===== src/hw/rtl/rgbc_pkg.sv =====
`timescale 1ns / 1ps

package rgbc_pkg;

    localparam int MAX_WIDTH_DEF  = 1024;
    localparam int COEFF_BITS_DEF = 8;
    localparam int KSIZE          = 3;
    localparam int NUM_CH         = 3;
    localparam int CH_BITS        = 8;
    localparam int PIX_BITS       = NUM_CH * CH_BITS;
    localparam int PIX_MAX        = 255;

    localparam int IMGW_CFG_BITS  = 11;
    localparam int IMGH_CFG_BITS  = 13;
    localparam int KROW_BITS      = 24;
    localparam int MAX_HEIGHT     = 4096;
    localparam int HGT_BITS       = 13;
    localparam int ROW_BITS       = 14;

    localparam int CFG_IDX_BITS   = 3;
    localparam int CFG_DATA_BITS  = 24;

    localparam int RST_IMG_WIDTH  = 1024;
    localparam int RST_IMG_HEIGHT = 1;
    localparam logic [KROW_BITS-1:0] RST_KROW_TOP = 24'd0;
    localparam logic [KROW_BITS-1:0] RST_KROW_MID = 24'd256;
    localparam logic [KROW_BITS-1:0] RST_KROW_BOT = 24'd0;

    localparam int FIFO_DEPTH     = 4;
    localparam int FIFO_PTR_BITS  = $clog2(FIFO_DEPTH);
    localparam int FIFO_CNT_BITS  = $clog2(FIFO_DEPTH + 1);

    typedef enum logic [CFG_IDX_BITS-1:0] {
        CFG_IMG_WIDTH  = 3'd0,
        CFG_IMG_HEIGHT = 3'd1,
        CFG_KROW_TOP   = 3'd2,
        CFG_KROW_MID   = 3'd3,
        CFG_KROW_BOT   = 3'd4
    } t_cfg_idx;

    typedef struct packed {
        logic                produce;
        logic                last;
        logic [KSIZE-1:0]    row_ok;
        logic [KSIZE-1:0]    col_ok;
    } t_ctl;

    typedef struct packed {
        logic [PIX_BITS-1:0] upper;
        logic [PIX_BITS-1:0] lower;
    } t_ls_ent;

    typedef struct packed {
        logic [PIX_BITS-1:0] upper;
        logic [PIX_BITS-1:0] lower;
        logic [PIX_BITS-1:0] cur;
    } t_col;

    typedef struct packed {
        logic [CH_BITS-1:0] res_a;
        logic [CH_BITS-1:0] res_b;
        logic [CH_BITS-1:0] res_c;
        logic               last_pixel;
    } t_res;

endpackage


===== src/hw/rtl/rgbc_res_if.sv =====
`timescale 1ns / 1ps

interface rgbc_res_if;
    import rgbc_pkg::*;

    logic               valid;
    logic               ready;
    logic [CH_BITS-1:0] res_a;
    logic [CH_BITS-1:0] res_b;
    logic [CH_BITS-1:0] res_c;
    logic               last_pixel;

    modport source (output valid, output res_a, output res_b, output res_c,
                    output last_pixel, input ready);
    modport sink   (input valid, input res_a, input res_b, input res_c,
                    input last_pixel, output ready);
endinterface


===== src/hw/rtl/rgbc_res_fifo.sv =====
`timescale 1ns / 1ps

module rgbc_res_fifo (
    input  logic                               i_clk,
    input  logic                               i_rst_n,
    input  logic                               i_wr_valid,
    input  rgbc_pkg::t_res                     i_wr_data,
    rgbc_res_if.source                         o_res,
    output logic [rgbc_pkg::FIFO_CNT_BITS-1:0] o_count
);
    import rgbc_pkg::*;

    t_res                     r_mem [FIFO_DEPTH];
    logic [FIFO_PTR_BITS-1:0] r_wp;
    logic [FIFO_PTR_BITS-1:0] r_rp;
    logic [FIFO_CNT_BITS-1:0] r_cnt;
    logic                     pop;
    t_res                     head;

    assign pop  = o_res.valid && o_res.ready;
    assign head = r_mem[r_rp];

    always_ff @(posedge i_clk) begin
        if (!i_rst_n) begin
            r_wp  <= '0;
            r_rp  <= '0;
            r_cnt <= '0;
        end else begin
            if (i_wr_valid) begin
                r_wp <= r_wp + 1'b1;
            end
            if (pop) begin
                r_rp <= r_rp + 1'b1;
            end
            r_cnt <= r_cnt + FIFO_CNT_BITS'(i_wr_valid) - FIFO_CNT_BITS'(pop);
        end
    end

    always_ff @(posedge i_clk) begin
        if (i_wr_valid) begin
            r_mem[r_wp] <= i_wr_data;
        end
    end

    assign o_res.valid      = (r_cnt != '0);
    assign o_res.res_a      = head.res_a;
    assign o_res.res_b      = head.res_b;
    assign o_res.res_c      = head.res_c;
    assign o_res.last_pixel = head.last_pixel;
    assign o_count          = r_cnt;

endmodule


===== src/flat_wrapper.sv =====
// flat-port wrapper written by rule: the top's interface ports become plain ports
module rgbc_res_fifo_flat import rgbc_pkg::*;
  (i_clk, i_rst_n, i_wr_valid, i_wr_data, o_count, o_res_valid, o_res_res_a, o_res_res_b, o_res_res_c, o_res_last_pixel, o_res_ready);
  rgbc_res_if o_res_i ();
  input  logic i_clk;
  input  logic i_rst_n;
  input  logic i_wr_valid;
  input  rgbc_pkg::t_res i_wr_data;
  output logic [rgbc_pkg::FIFO_CNT_BITS-1:0] o_count;
  output wire logic [$bits(o_res_i.valid)-1:0] o_res_valid;
  output wire logic [$bits(o_res_i.res_a)-1:0] o_res_res_a;
  output wire logic [$bits(o_res_i.res_b)-1:0] o_res_res_b;
  output wire logic [$bits(o_res_i.res_c)-1:0] o_res_res_c;
  output wire logic [$bits(o_res_i.last_pixel)-1:0] o_res_last_pixel;
  input wire logic [$bits(o_res_i.ready)-1:0] o_res_ready;
  assign o_res_valid = o_res_i.valid;
  assign o_res_res_a = o_res_i.res_a;
  assign o_res_res_b = o_res_i.res_b;
  assign o_res_res_c = o_res_i.res_c;
  assign o_res_last_pixel = o_res_i.last_pixel;
  assign o_res_i.ready = o_res_ready;
  rgbc_res_fifo u_core (.i_clk(i_clk), .i_rst_n(i_rst_n), .i_wr_valid(i_wr_valid), .i_wr_data(i_wr_data), .o_res(o_res_i), .o_count(o_count));
endmodule

===== config.mk =====
export PLATFORM = sky130hd
export DESIGN_NAME = rgbc_res_fifo_flat
export DESIGN_NICKNAME = d
export VERILOG_FILES = /design/src/hw/rtl/rgbc_pkg.sv /design/src/hw/rtl/rgbc_res_if.sv /design/src/hw/rtl/rgbc_res_fifo.sv /design/src/flat_wrapper.sv
export SDC_FILE = /design/constraint.sdc
export NUM_CORES = 1
export LEC_CHECK = 0
export ABC_CLOCK_PERIOD_IN_PS = 2200
export BUFFER_PORTS_ARGS = -buffer_cell sky130_fd_sc_hd__buf_2
export CAP_MARGIN = 20
export CORE_MARGIN = 2
export CORE_UTILIZATION = 45
export CTS_CLUSTER_DIAMETER = 40
export CTS_CLUSTER_SIZE = 28
export DETAILED_ROUTE_END_ITERATION = 8
export PLACE_DENSITY = 0.74
export SLEW_MARGIN = 30
export SYNTH_ARGS = -nofsm -noshare
export SYNTH_HDL_FRONTEND = slang
export SYNTH_SLANG_ARGS = --single-unit

===== constraint.sdc =====
create_clock -name i_clk -period 2.2 [get_ports i_clk]
set_input_delay 0.33 -clock i_clk [delete_from_list [all_inputs] [get_ports i_clk]]
set_output_delay 0.33 -clock i_clk [all_outputs]
set_load 0.05 [all_outputs]

==> summary.txt, run 1 <==
Setup path
  – Crit end category: primary output
  – Kind of critical path: reg -> out
  – Crit Path Max Fanout: 12
  – CP max stage delay: about 0.58 ns
  – Crit-path slowest cell: mux4_1
  – R2r startpoint: u_core.o_count[1]
  – Worst R2R Path Depth: 7
  – Worst flop-to-flop path endpoint: u_core.o_count[2]
  – Worst setup SP type: register
  – Worst path required time: 1.87 ns
  – Worst EP arrival: 1.73 ns
  – R2R setup slack: 0.20 ns
  – Cell chain of the critical path: buf_12, mux4_1, buf_2

Layout
  – Layout net count: 283
  – Area Growth Syn to Fin: 16.2%
  – Layout fillers: 687
  – Layout cell share with drive strength beyond 1: 41.0%
  – Diodes inserted: 0
  – Post-route insts no fill: approximately 360

Yosys
  – Top_reg_cell synth: edfxtp_1
  – Largest cells by area after synthesis: edfxtp_1, mux4_2, dfxtp_1
  – Fraction of registers with async set/reset: 0%
  – EDFF count, synth: 100
  – Count leader, synth: edfxtp_1
  – Synth top area share: between 70% and 80%
  – Area leader, netlist: edfxtp_1
  – Post-synth cell types: 21
  – Cell count after synthesis: between 150 and 200
  – Register bit total from synthesis: between 100 and 150
  – Yosys warns: 0
  – Syn_area_per_cell: 23.5 um2
  – Post-synthesis cell area: ~4100 um2
  – Register area share after synthesis: 77.3%
  – Synth top cells by count: edfxtp_1, mux4_2, dfxtp_1
  – Post-Syn Nets: between 200 and 250

Timing
  – Slew Limit Fails: 0
  – Max Freq: ~500 MHz
  – Worst rel slew slack: ~65%
  – Clock Skew: ~0.0071 ns
  – Least-Margin Pin Slew: ~0.53 ns
  – Worst Slack Setup Final: ~0.14 ns
  – # setup viols final: 0
  – Final Critical Period: 2.06 ns
  – RSZ-0062 raised after global routing: no
  – Setup TNS: 0 ns
  – Period utilization: between 90% and 100%
  – Final Hold Viols: 0
  – WHS: ~0.18 ns

Clock tree
  – Clock tree sinks: 109
  – CTS Buf Count: 9
  – Clock latency on the worst-skew pair: about 0.36 ns
  – Clk pin slew, worst setup/hold paths: 0.10 ns
  – CTS tree: yes
  – H-tree depth: 3
  – Root Driver: clkbuf_8
  – Worst-case clock buffer depth: 2
  – Hold-fix buffers, CTS: 0

Route
  – DRT iter0 DRCs: 63
  – Routed WL: 6.45 mm
  – Vias per cell: slightly above 5
  – Avg WL per Cell: roughly 18 um
  – Number of nets with antenna violations after routing: 0
  – Routed vias: between 1500 and 2000
  – Total iterations of the first detailed-routing run: 4
  – # DRC: 0

Global routing
  – Initial antenna violation count: 0
  – Grt ovf: 0
  – First-pass GRT wire length: ~10 mm
  – Vias in the first global route: 1903
  – Tot GR Track Use: between 10% and 20%
  – Largest net degree at the start of global routing: 20

Pwr
  – Total Power: approximately 0.0052 W
  – IR drop worst, VDD: between 0.0003 and 0.0004 V
  – Lkg Pwr: around 1.7 nW
  – Pwr Density: 1090 nW/um2

Floorplanning
  – I/O pins: 58
  – Number of core rows: 34
  – Die X: 99.7 um
  – Core ar.: 8810 um2
  – Die Area: around 9900 um2
  – Initial Util: 46.8%
  – Die Ht: around 100 um

Place
  – Hpwl dp: slightly above 4 mm
  – PortBufs: 57
  – GPL Wtd Cong: 0.740
  – Pre-CTS setup slack: roughly 0.21 ns
  – Placed insts: approximately 340

Min path
  – HP Start: i_wr_data[5]
  – WHS Endpoint: u_core.r_mem[3][5]
  – Hold Crit Class: in -> reg
  – Hold path depth: 1

Status
  – Status: completed

Job
  – Max Cap Violations: 0
-- critical path: cells and delay by family (launching register included) --
| family | cells | cell delay, ns |
|---|---|---|
| buffers and inverters | 2 | 0.39 |
| flip-flops | 1 | 0.40 |
| multiplexers | 1 | 0.58 |
-- power breakdown --
part           internal [W]  switching, W  total, W
combinational      0.000546       0.00102   0.00157
sequential          0.00240     0.0000663   0.00247
clock              0.000532      0.000648   0.00118
-- how the worst max path moves through the flow --
| stage | startpoint | endpoint | slack (ns) | cells past startpoint |
|---|---|---|---|---|
| final | register | o_res_res_c[2] | 0.14 | 3 |
| after global routing | register | o_res_res_c[2] | 0.06 | 3 |
| after CTS | register | o_res_res_c[2] | 0.01 | 3 |
| after detailed placement | u_core.o_count[1] | u_core.o_count[2] | 0.21 | 7 |
| after global placement | u_core.o_count[1] | u_core.o_count[2] | 0.22 | 7 |
| after floorplan | u_core.o_count[1] | u_core.o_count[2] | 0.03 | 7 |
-- logic make-up (layout without fill, tap and decap cells) --
kind of cell / after synthesis / after routing / share of synthesized area, %
AOI/OAI and AO/OA: 2 / 2 / 0.425
xor gates and xnor gates: 2 / 2 / 0.759
adders and majority gates: 7 / 7 / 2.31
buffers and inverters: 12 / 88 / 2.16
DFF: 109 / 109 / 77.3
muxes: 29 / 29 / 15.1
and+or+nand+nor: 14 / 14 / 2.00
-- per-stage QoR --
step | utilization (%) | instance area, um2
4_1_cts | 54.2 | 4770
2_1_floorplan | - | 4120
3_5_place_dp | 51.9 | 4570
6_report | 54.4 | 4790
5_1_grt | 54.4 | 4790
3_3_place_gp | 51.9 | 4570
-- flip-flops by register name (all words and copies together), names as in the netlist, named ones only --
name and flops:
u_core.r_mem 100, u_core.o_count 3, u_core.r_rp 2, u_core.r_wp 2
-- layer usage --
layer	global-route usage, %	up-vias	wire length (um)
met5	0	-	0
met4	6.32	0	127
met3	3.23	9	223
met2	22.3	48	3170
met1	18.3	931	2930
li1	-	863	-
-- final cells by class --
class | count | area (um2) | area share [%]
multi-input cells | 54 | 848 | 17.7
flip-flops and latches | 109 | 3190 | 66.6
repair buffers | 67 | 398 | 8.31
inverters | 6 | 22.5 | 0.470
clock inverters | 6 | 72.6 | 1.52
well taps | 108 | 135 | 2.82
clock buffers | 9 | 124 | 2.59
-- cells in the final DEF (no fill, tap or decap), types with 3 or more instances in the layout --
cell,netlist,final
buf_2,2,57
mux2i_1,4,4
dfxtp_1,9,8
ha_1,6,6
mux4_1,5,5
buf_4,0,7
clkbuf_8,0,9
mux4_2,20,20
and2_1,8,8
edfxtp_1,100,100
buf_12,2,3
inv_1,6,6
-- what timing repair did --
action / 4_1_cts / 5_1_grt
gates resized for setup: 1 / 0
buffers inserted: 0 / 2
setup endpoints to repair: 11 / 9
cloned: 0 / 0
No activity file was read; power rests on OpenSTA's default activity.
==> inputs of run 2 (changes only) <==
--- a/config.mk
+++ b/config.mk
@@ -8,6 +8,7 @@
 export ABC_CLOCK_PERIOD_IN_PS = 2200
 export BUFFER_PORTS_ARGS = -buffer_cell sky130_fd_sc_hd__buf_2
 export CAP_MARGIN = 20
+export CORE_ASPECT_RATIO = 0.5
 export CORE_MARGIN = 2
 export CORE_UTILIZATION = 45
 export CTS_CLUSTER_DIAMETER = 40
==> summary.txt, run 2 (synthesis results as in run 1) <==
Timing
  – Worst rel slew slack: 65.5% (was 64.7%)
  – # setup viols final: 0 (unchanged)
  – Setup TNS: 0 ns (unchanged)
  – Least-Margin Pin Slew: 0.518 ns (was 0.529 ns)
  – WHS: 0.204 ns (was 0.181 ns)
  – Final Critical Period: 2.07 ns (was 2.06 ns)
  – Final Hold Viols: 0 (unchanged)
  – RSZ-0062 raised after global routing: no (unchanged)
  – Max Freq: 482 MHz (was 486 MHz)
  – Clock Skew: 0.00570 ns (was 0.00708 ns)
  – Period utilization: 94.2% (was 93.6%)
  – Slew Limit Fails: 0 (unchanged)

Setup path
  – Crit end category: primary output (unchanged)
  – Kind of critical path: reg -> out (unchanged)
  – Crit-path slowest cell: dfxtp_1 (was mux4_1)
  – Worst EP arrival: 1.74 ns (was 1.73 ns)
  – Worst setup SP type: register (unchanged)
  – Crit Path Max Fanout: 11 (was 12)
  – Worst path required time: 1.87 ns (about the same)
  – CP max stage delay: 0.55 ns (was 0.58 ns)
  – Cell chain of the critical path: buf_4, mux4_2, buf_2 (was buf_12, mux4_1, buf_2)

Global routing
  – Initial antenna violation count: 0 (unchanged)
  – Routing usage on met2: 25.9% (was 22.3%)
  – Largest net degree at the start of global routing: 20 (unchanged)
  – Most used routing layer: met2 (unchanged)
  – Grt ovf: 0 (unchanged)
  – First-pass GRT wire length: 10.8 mm (was 9.98 mm)
  – Tot GR Track Use: 14.9% (was 13.9%)
  – Met3 Track Usage GR: 5.61% (was 3.23%)
  – Met1 usage: 17.2% (was 18.3%)
  – Vias in the first global route: 2075 (was 1903)

Route
  – # DRC: 0 (unchanged)
  – Number of nets with antenna violations after routing: 0 (unchanged)
  – Routed vias: 1964 (was 1851)
  – DRT iter0 DRCs: 174 (was 63)
  – Avg WL per Cell: 19.3 um (was 18.0 um)
  – Vias per cell: 5.34 (was 5.16)
  – Total iterations of the first detailed-routing run: 4 (unchanged)
  – Routed WL: 7.09 mm (was 6.45 mm)

Clock tree
  – CTS Buf Count: 9 (unchanged)
  – Root Driver: clkbuf_16 (was clkbuf_8)
  – Hold-fix buffers, CTS: 0 (unchanged)
  – PostCTS Resize Cnt: 0 (was 1)
  – Worst-case clock buffer depth: 2 (unchanged)
  – Postcts setup bufs: 0 (unchanged)
  – H-tree depth: 3 (unchanged)
  – CTS tree: yes (unchanged)
  – Clock latency on the worst-skew pair: 0.34 ns (was 0.36 ns)
  – Clock tree sinks: 109 (unchanged)
  – Clk pin slew, worst setup/hold paths: 0.07 ns (was 0.10 ns)

Floorplanning
  – Die Ht: 71.7 um (was 99.7 um)
  – Die Area: 9980 um2 (was 9940 um2)
  – I/O pins: 58 (unchanged)
  – Initial Util: 46.8% (about the same)
  – Core ar.: 8800 um2 (was 8810 um2)
  – Number of core rows: 24 (was 34)
  – Die X: 139 um (was 99.7 um)

Pwr
  – Logic gate share of total power: 28.8% (was 30.1%)
  – Pwr Density: 1130 nW/um2 (was 1090 nW/um2)
  – Lkg Pwr: 1.70 nW (was 1.68 nW)
  – Clock power frac: 26.0% (was 22.6%)
  – Seq pwr share: 45.2% (was 47.3%)
  – IR drop worst, VDD: 0.000459 V (was 0.000386 V)
  – Net Sw Frac: 32.5% (was 33.3%)
  – Switching pwr: 0.00178 W (was 0.00174 W)
  – Internal power: 0.00369 W (was 0.00348 W)

Layout
  – Most common cell after layout, fill and taps aside: edfxtp_1 (unchanged)
  – Max reg flops: 100 (unchanged)
  – Diodes inserted: 0 (unchanged)
  – Area Growth Syn to Fin: 17.5% (was 16.2%)
  – Most frequent cells in the layout: edfxtp_1, buf_2, mux4_2 (unchanged)
  – Biggest register: u_core.r_mem (unchanged)
  – Post-layout util: 55.0% (was 54.4%)
  – Layout net count: 283 (unchanged)
  – Layout cell share with drive strength beyond 1: 40.6% (was 41.0%)

Job
  – Max Cap Violations: 0 (unchanged)

Place
  – PortBufs: 57 (unchanged)
  – Hpwl dp: 4.82 mm (was 4.13 mm)
  – GPL Wtd Cong: 0.712 (was 0.740)

Status
  – Status: completed (unchanged)

Min path
  – Hold Crit Class: in -> reg (unchanged)
[run 2: final cells by class]
class,instances,area [um2]
repair buffers,67,373
clock inverters,6,40.0
well taps,117,146
inverters,6,22.5
flip-flops and latches,109,3180
clock buffers,9,225
multi-input cells,54,848
fillers,660,3960
[run 2: final timing paths]
| path | startpoint | to | slack (ns) | depth (start not counted) |
|---|---|---|---|---|
| worst min register to register | u_core.r_rp[0] | register | 0.51 | 2 |
| worst max register to register | u_core.o_count[1] | u_core.o_count[2] | 0.13 | 7 |
| worst min-delay path | i_wr_data[23] | u_core.r_mem[1][23] | 0.20 | 1 |
| worst max-delay path | register | o_res_res_a[6] | 0.13 | 3 |
[run 2: critical path, delay by kind of cell, from the launching register on]
family                 cells  cell delay [ns]
buffers and inverters      2             0.52
flip-flops                 1             0.55
multiplexers               1             0.33
[run 2: per-layer routing]
metal	share of wire (%)	wire length, um
met3	6.0	427
met4	1.3	93
met2	53	3770
met1	39	2800
met5	0	0
[run 2: power by group through the flow]
| stage | Combinational [W] | Clock [W] | Sequential (W) |
|---|---|---|---|
| finish | 0.00158 | 0.00142 | 0.00247 |
| global route | 0.00166 | 0.00153 | 0.00249 |
| CTS | 0.00160 | 0.00146 | 0.00247 |
| detailed placement | 0.00160 | 0 | 0.00252 |
| global placement | 0.00156 | 0 | 0.00250 |
| floorplan | 0.00122 | 0 | 0.00256 |
[run 2: through the flow]
stage | total power (W) | cells | worst slack (ns) | instance area (um2)
finish | 0.00547 | 368 | 0.127 | 4840
global route | 0.00568 | 368 | 0.0484 | 4840
CTS | 0.00553 | 368 | 0.105 | 4840
detailed placement | 0.00411 | 353 | 0.150 | 4570
global placement | 0.00406 | 353 | 0.240 | 4570
floorplan | 0.00378 | 175 | 0.0271 | 4120
==> inputs of run 3 (changes only) <==
--- a/config.mk
+++ b/config.mk
@@ -6,7 +6,7 @@
 export NUM_CORES = 1
 export LEC_CHECK = 0
 export ABC_CLOCK_PERIOD_IN_PS = 2200
-export BUFFER_PORTS_ARGS = -buffer_cell sky130_fd_sc_hd__buf_2
+export BUFFER_PORTS_ARGS = -buffer_cell sky130_fd_sc_hd__buf_4
 export CAP_MARGIN = 20
 export CORE_ASPECT_RATIO = 0.5
 export CORE_MARGIN = 2
@@ -14,7 +14,7 @@
 export CTS_CLUSTER_DIAMETER = 40
 export CTS_CLUSTER_SIZE = 28
 export DETAILED_ROUTE_END_ITERATION = 8
-export PLACE_DENSITY = 0.74
+export PLACE_DENSITY = 0.69
 export SLEW_MARGIN = 30
 export SYNTH_ARGS = -nofsm -noshare
 export SYNTH_HDL_FRONTEND = slang
==> summary.txt, run 3 (synthesis results as in run 1) <==
Floorplanning
  – Number of core rows: 24 (unchanged)
  – Core ar.: 8800 um2 (unchanged)
  – I/O pins: 58 (unchanged)
  – Initial Util: 46.8% (unchanged)
  – Die X: 139 um (unchanged)
  – Die Ht: 71.7 um (unchanged)
  – Die Area: 9980 um2 (unchanged)

Global routing
  – First-pass GRT wire length: 10.6 mm (was 10.8 mm)
  – Vias in the first global route: 2040 (was 2075)
  – Largest net degree at the start of global routing: 26 (was 20)
  – Initial antenna violation count: 0 (unchanged)
  – Grt ovf: 0 (unchanged)
  – Tot GR Track Use: 14.6% (was 14.9%)

Timing
  – RSZ-0062 raised after global routing: no (unchanged)
  – Worst rel slew slack: 57.9% (was 65.5%)
  – Period utilization: 95.1% (was 94.2%)
  – Setup TNS: 0 ns (unchanged)
  – Least-Margin Pin Slew: 0.624 ns (was 0.518 ns)
  – # setup viols final: 0 (unchanged)
  – Slew Limit Fails: 0 (unchanged)
  – Max Freq: 478 MHz (was 482 MHz)
  – Final Critical Period: 2.09 ns (was 2.07 ns)
  – Clock Skew: 0.00430 ns (was 0.00570 ns)
  – Worst Slack Setup Final: 0.108 ns (was 0.127 ns)
  – Final Hold Viols: 0 (unchanged)

Clock tree
  – Hold-fix buffers, CTS: 0 (unchanged)
  – Clock tree sinks: 109 (unchanged)
  – Clock latency on the worst-skew pair: 0.34 ns (about the same)
  – CTS tree: yes (unchanged)
  – Worst-case clock buffer depth: 2 (unchanged)
  – CTS Buf Count: 9 (unchanged)
  – Clk pin slew, worst setup/hold paths: 0.07 ns (about the same)
  – Root Driver: clkbuf_16 (unchanged)
  – H-tree depth: 3 (unchanged)

Place
  – GPL Wtd Cong: 0.731 (was 0.712)
  – Placement Cell Area: 4710 um2 (was 4570 um2)
  – Hpwl dp: 4.35 mm (was 4.82 mm)
  – PortBufs: 57 (unchanged)
  – Pre-CTS setup slack: 0.119 ns (was 0.150 ns)

Status
  – Status: completed (unchanged)

Layout
  – Most common cell after layout, fill and taps aside: edfxtp_1 (unchanged)
  – Layout cell share with drive strength beyond 1: 39.2% (was 40.6%)
  – Layout Cell Area excl Fill: 5000 um2 (was 4840 um2)
  – Diodes inserted: 0 (unchanged)
  – Most frequent cells in the layout: edfxtp_1, buf_4, mux4_2 (was edfxtp_1, buf_2, mux4_2)
  – Layout net count: 281 (was 283)
  – Area Growth Syn to Fin: 21.3% (was 17.5%)
  – Max reg flops: 100 (unchanged)
  – Post-layout util: 56.8% (was 55.0%)
  – Biggest register: u_core.r_mem (unchanged)

Route
  – Routed WL: 6.75 mm (was 7.09 mm)
  – Routed vias: 1868 (was 1964)
  – DRT iter0 DRCs: 128 (was 174)
  – # DRC: 0 (unchanged)
  – Avg WL per Cell: 18.4 um (was 19.3 um)
  – Total iterations of the first detailed-routing run: 4 (unchanged)
  – Vias per cell: 5.09 (was 5.34)
  – Number of nets with antenna violations after routing: 0 (unchanged)

Pwr
  – Total Power: 0.00569 W (was 0.00547 W)
  – IR drop worst, VDD: 0.000420 V (was 0.000459 V)
  – Pwr Density: 1140 nW/um2 (was 1130 nW/um2)
  – Lkg Pwr: 1.75 nW (was 1.70 nW)

Setup path
  – Worst setup SP type: register (unchanged)
  – CP max stage delay: 0.57 ns (was 0.55 ns)
  – Worst EP arrival: 1.76 ns (was 1.74 ns)
  – Kind of critical path: reg -> out (unchanged)
  – Cell chain of the critical path: buf_4, mux4_1, buf_4 (was buf_4, mux4_2, buf_2)
  – Worst path required time: 1.87 ns (about the same)
  – Crit-path slowest cell: mux4_1 (was dfxtp_1)
  – Crit Path Max Fanout: 7 (was 11)
  – Crit end category: primary output (unchanged)
  – CP delay by family, top: multiplexers (was flip-flops)
  – Worst Path Buf+Inv: 2 (unchanged)
  – Cell mode on critical path: buf_4

Min path
  – Hold Crit Class: in -> reg (unchanged)

Job
  – Max Cap Violations: 0 (unchanged)
-- run 3: cell types whose count changed in the layout (fill, tap and decap cells not counted), moves of 2 or more --
cell,before,now
clkinvlp_4,3,1
buf_2,57,0
buf_4,9,63
clkinv_1,1,3
-- run 3: area by class of cell --
type                    count  area (um2)
clock buffers              10         229
clock inverters             6        53.8
fillers                   636        3800
inverters                   6        22.5
multi-input cells          54         848
flip-flops and latches    109        3190
well taps                 117         146
repair buffers             65         513
-- run 3: final timing paths --
| kind | start | cells past startpoint | slack (ns) | end |
|---|---|---|---|---|
| worst min-delay path | i_wr_data[10] | 1 | 0.19 | u_core.r_mem[3][10] |
| worst max-delay path | register | 3 | 0.11 | o_res_res_a[7] |
| worst min register to register | u_core.r_rp[0] | 2 | 0.49 | register |
| worst max register to register | u_core.o_count[1] | 7 | 0.12 | u_core.o_count[2] |
-- run 3: per-layer routing --
metal / part of all wire (%) / global-route usage (%)
met1: 42 / 16.8
met2: 52 / 25.0
met3: 4.1 / 5.61
met4: 2.0 / 6.51
met5: 0 / 0
-- run 3: power breakdown --
part | switching (W) | internal, W
clock network | 0.000644 | 0.000868
logic | 0.00104 | 0.000655
registers | 0.0000815 | 0.00240
total | 0.00176 | 0.00393
-- run 3: worst register-to-register path, stage by stage (launching register included) --
cell	delay, ns
dfxtp_1	0.35
o31a_1	0.37
ha_1	0.33
inv_1	0.05
ha_1	0.18
fa_1	0.37
xnor3_1	0.18
and2_1	0.16
-- run 3: timing repair --
| item | CTS | global route |
|---|---|---|
| resized for setup | 1 | 0 |
| buffers inserted | 0 | 0 |
| setup endpoints to repair | 2 | 0 |
-- run 3: per-stage QoR --
stage                     hold slack, ns  instances
after floorplan                    0.429        175
after global placement             0.461        351
after detailed placement           0.480        351
after CTS                          0.174        367
after global routing               0.174        367
final                              0.187        367
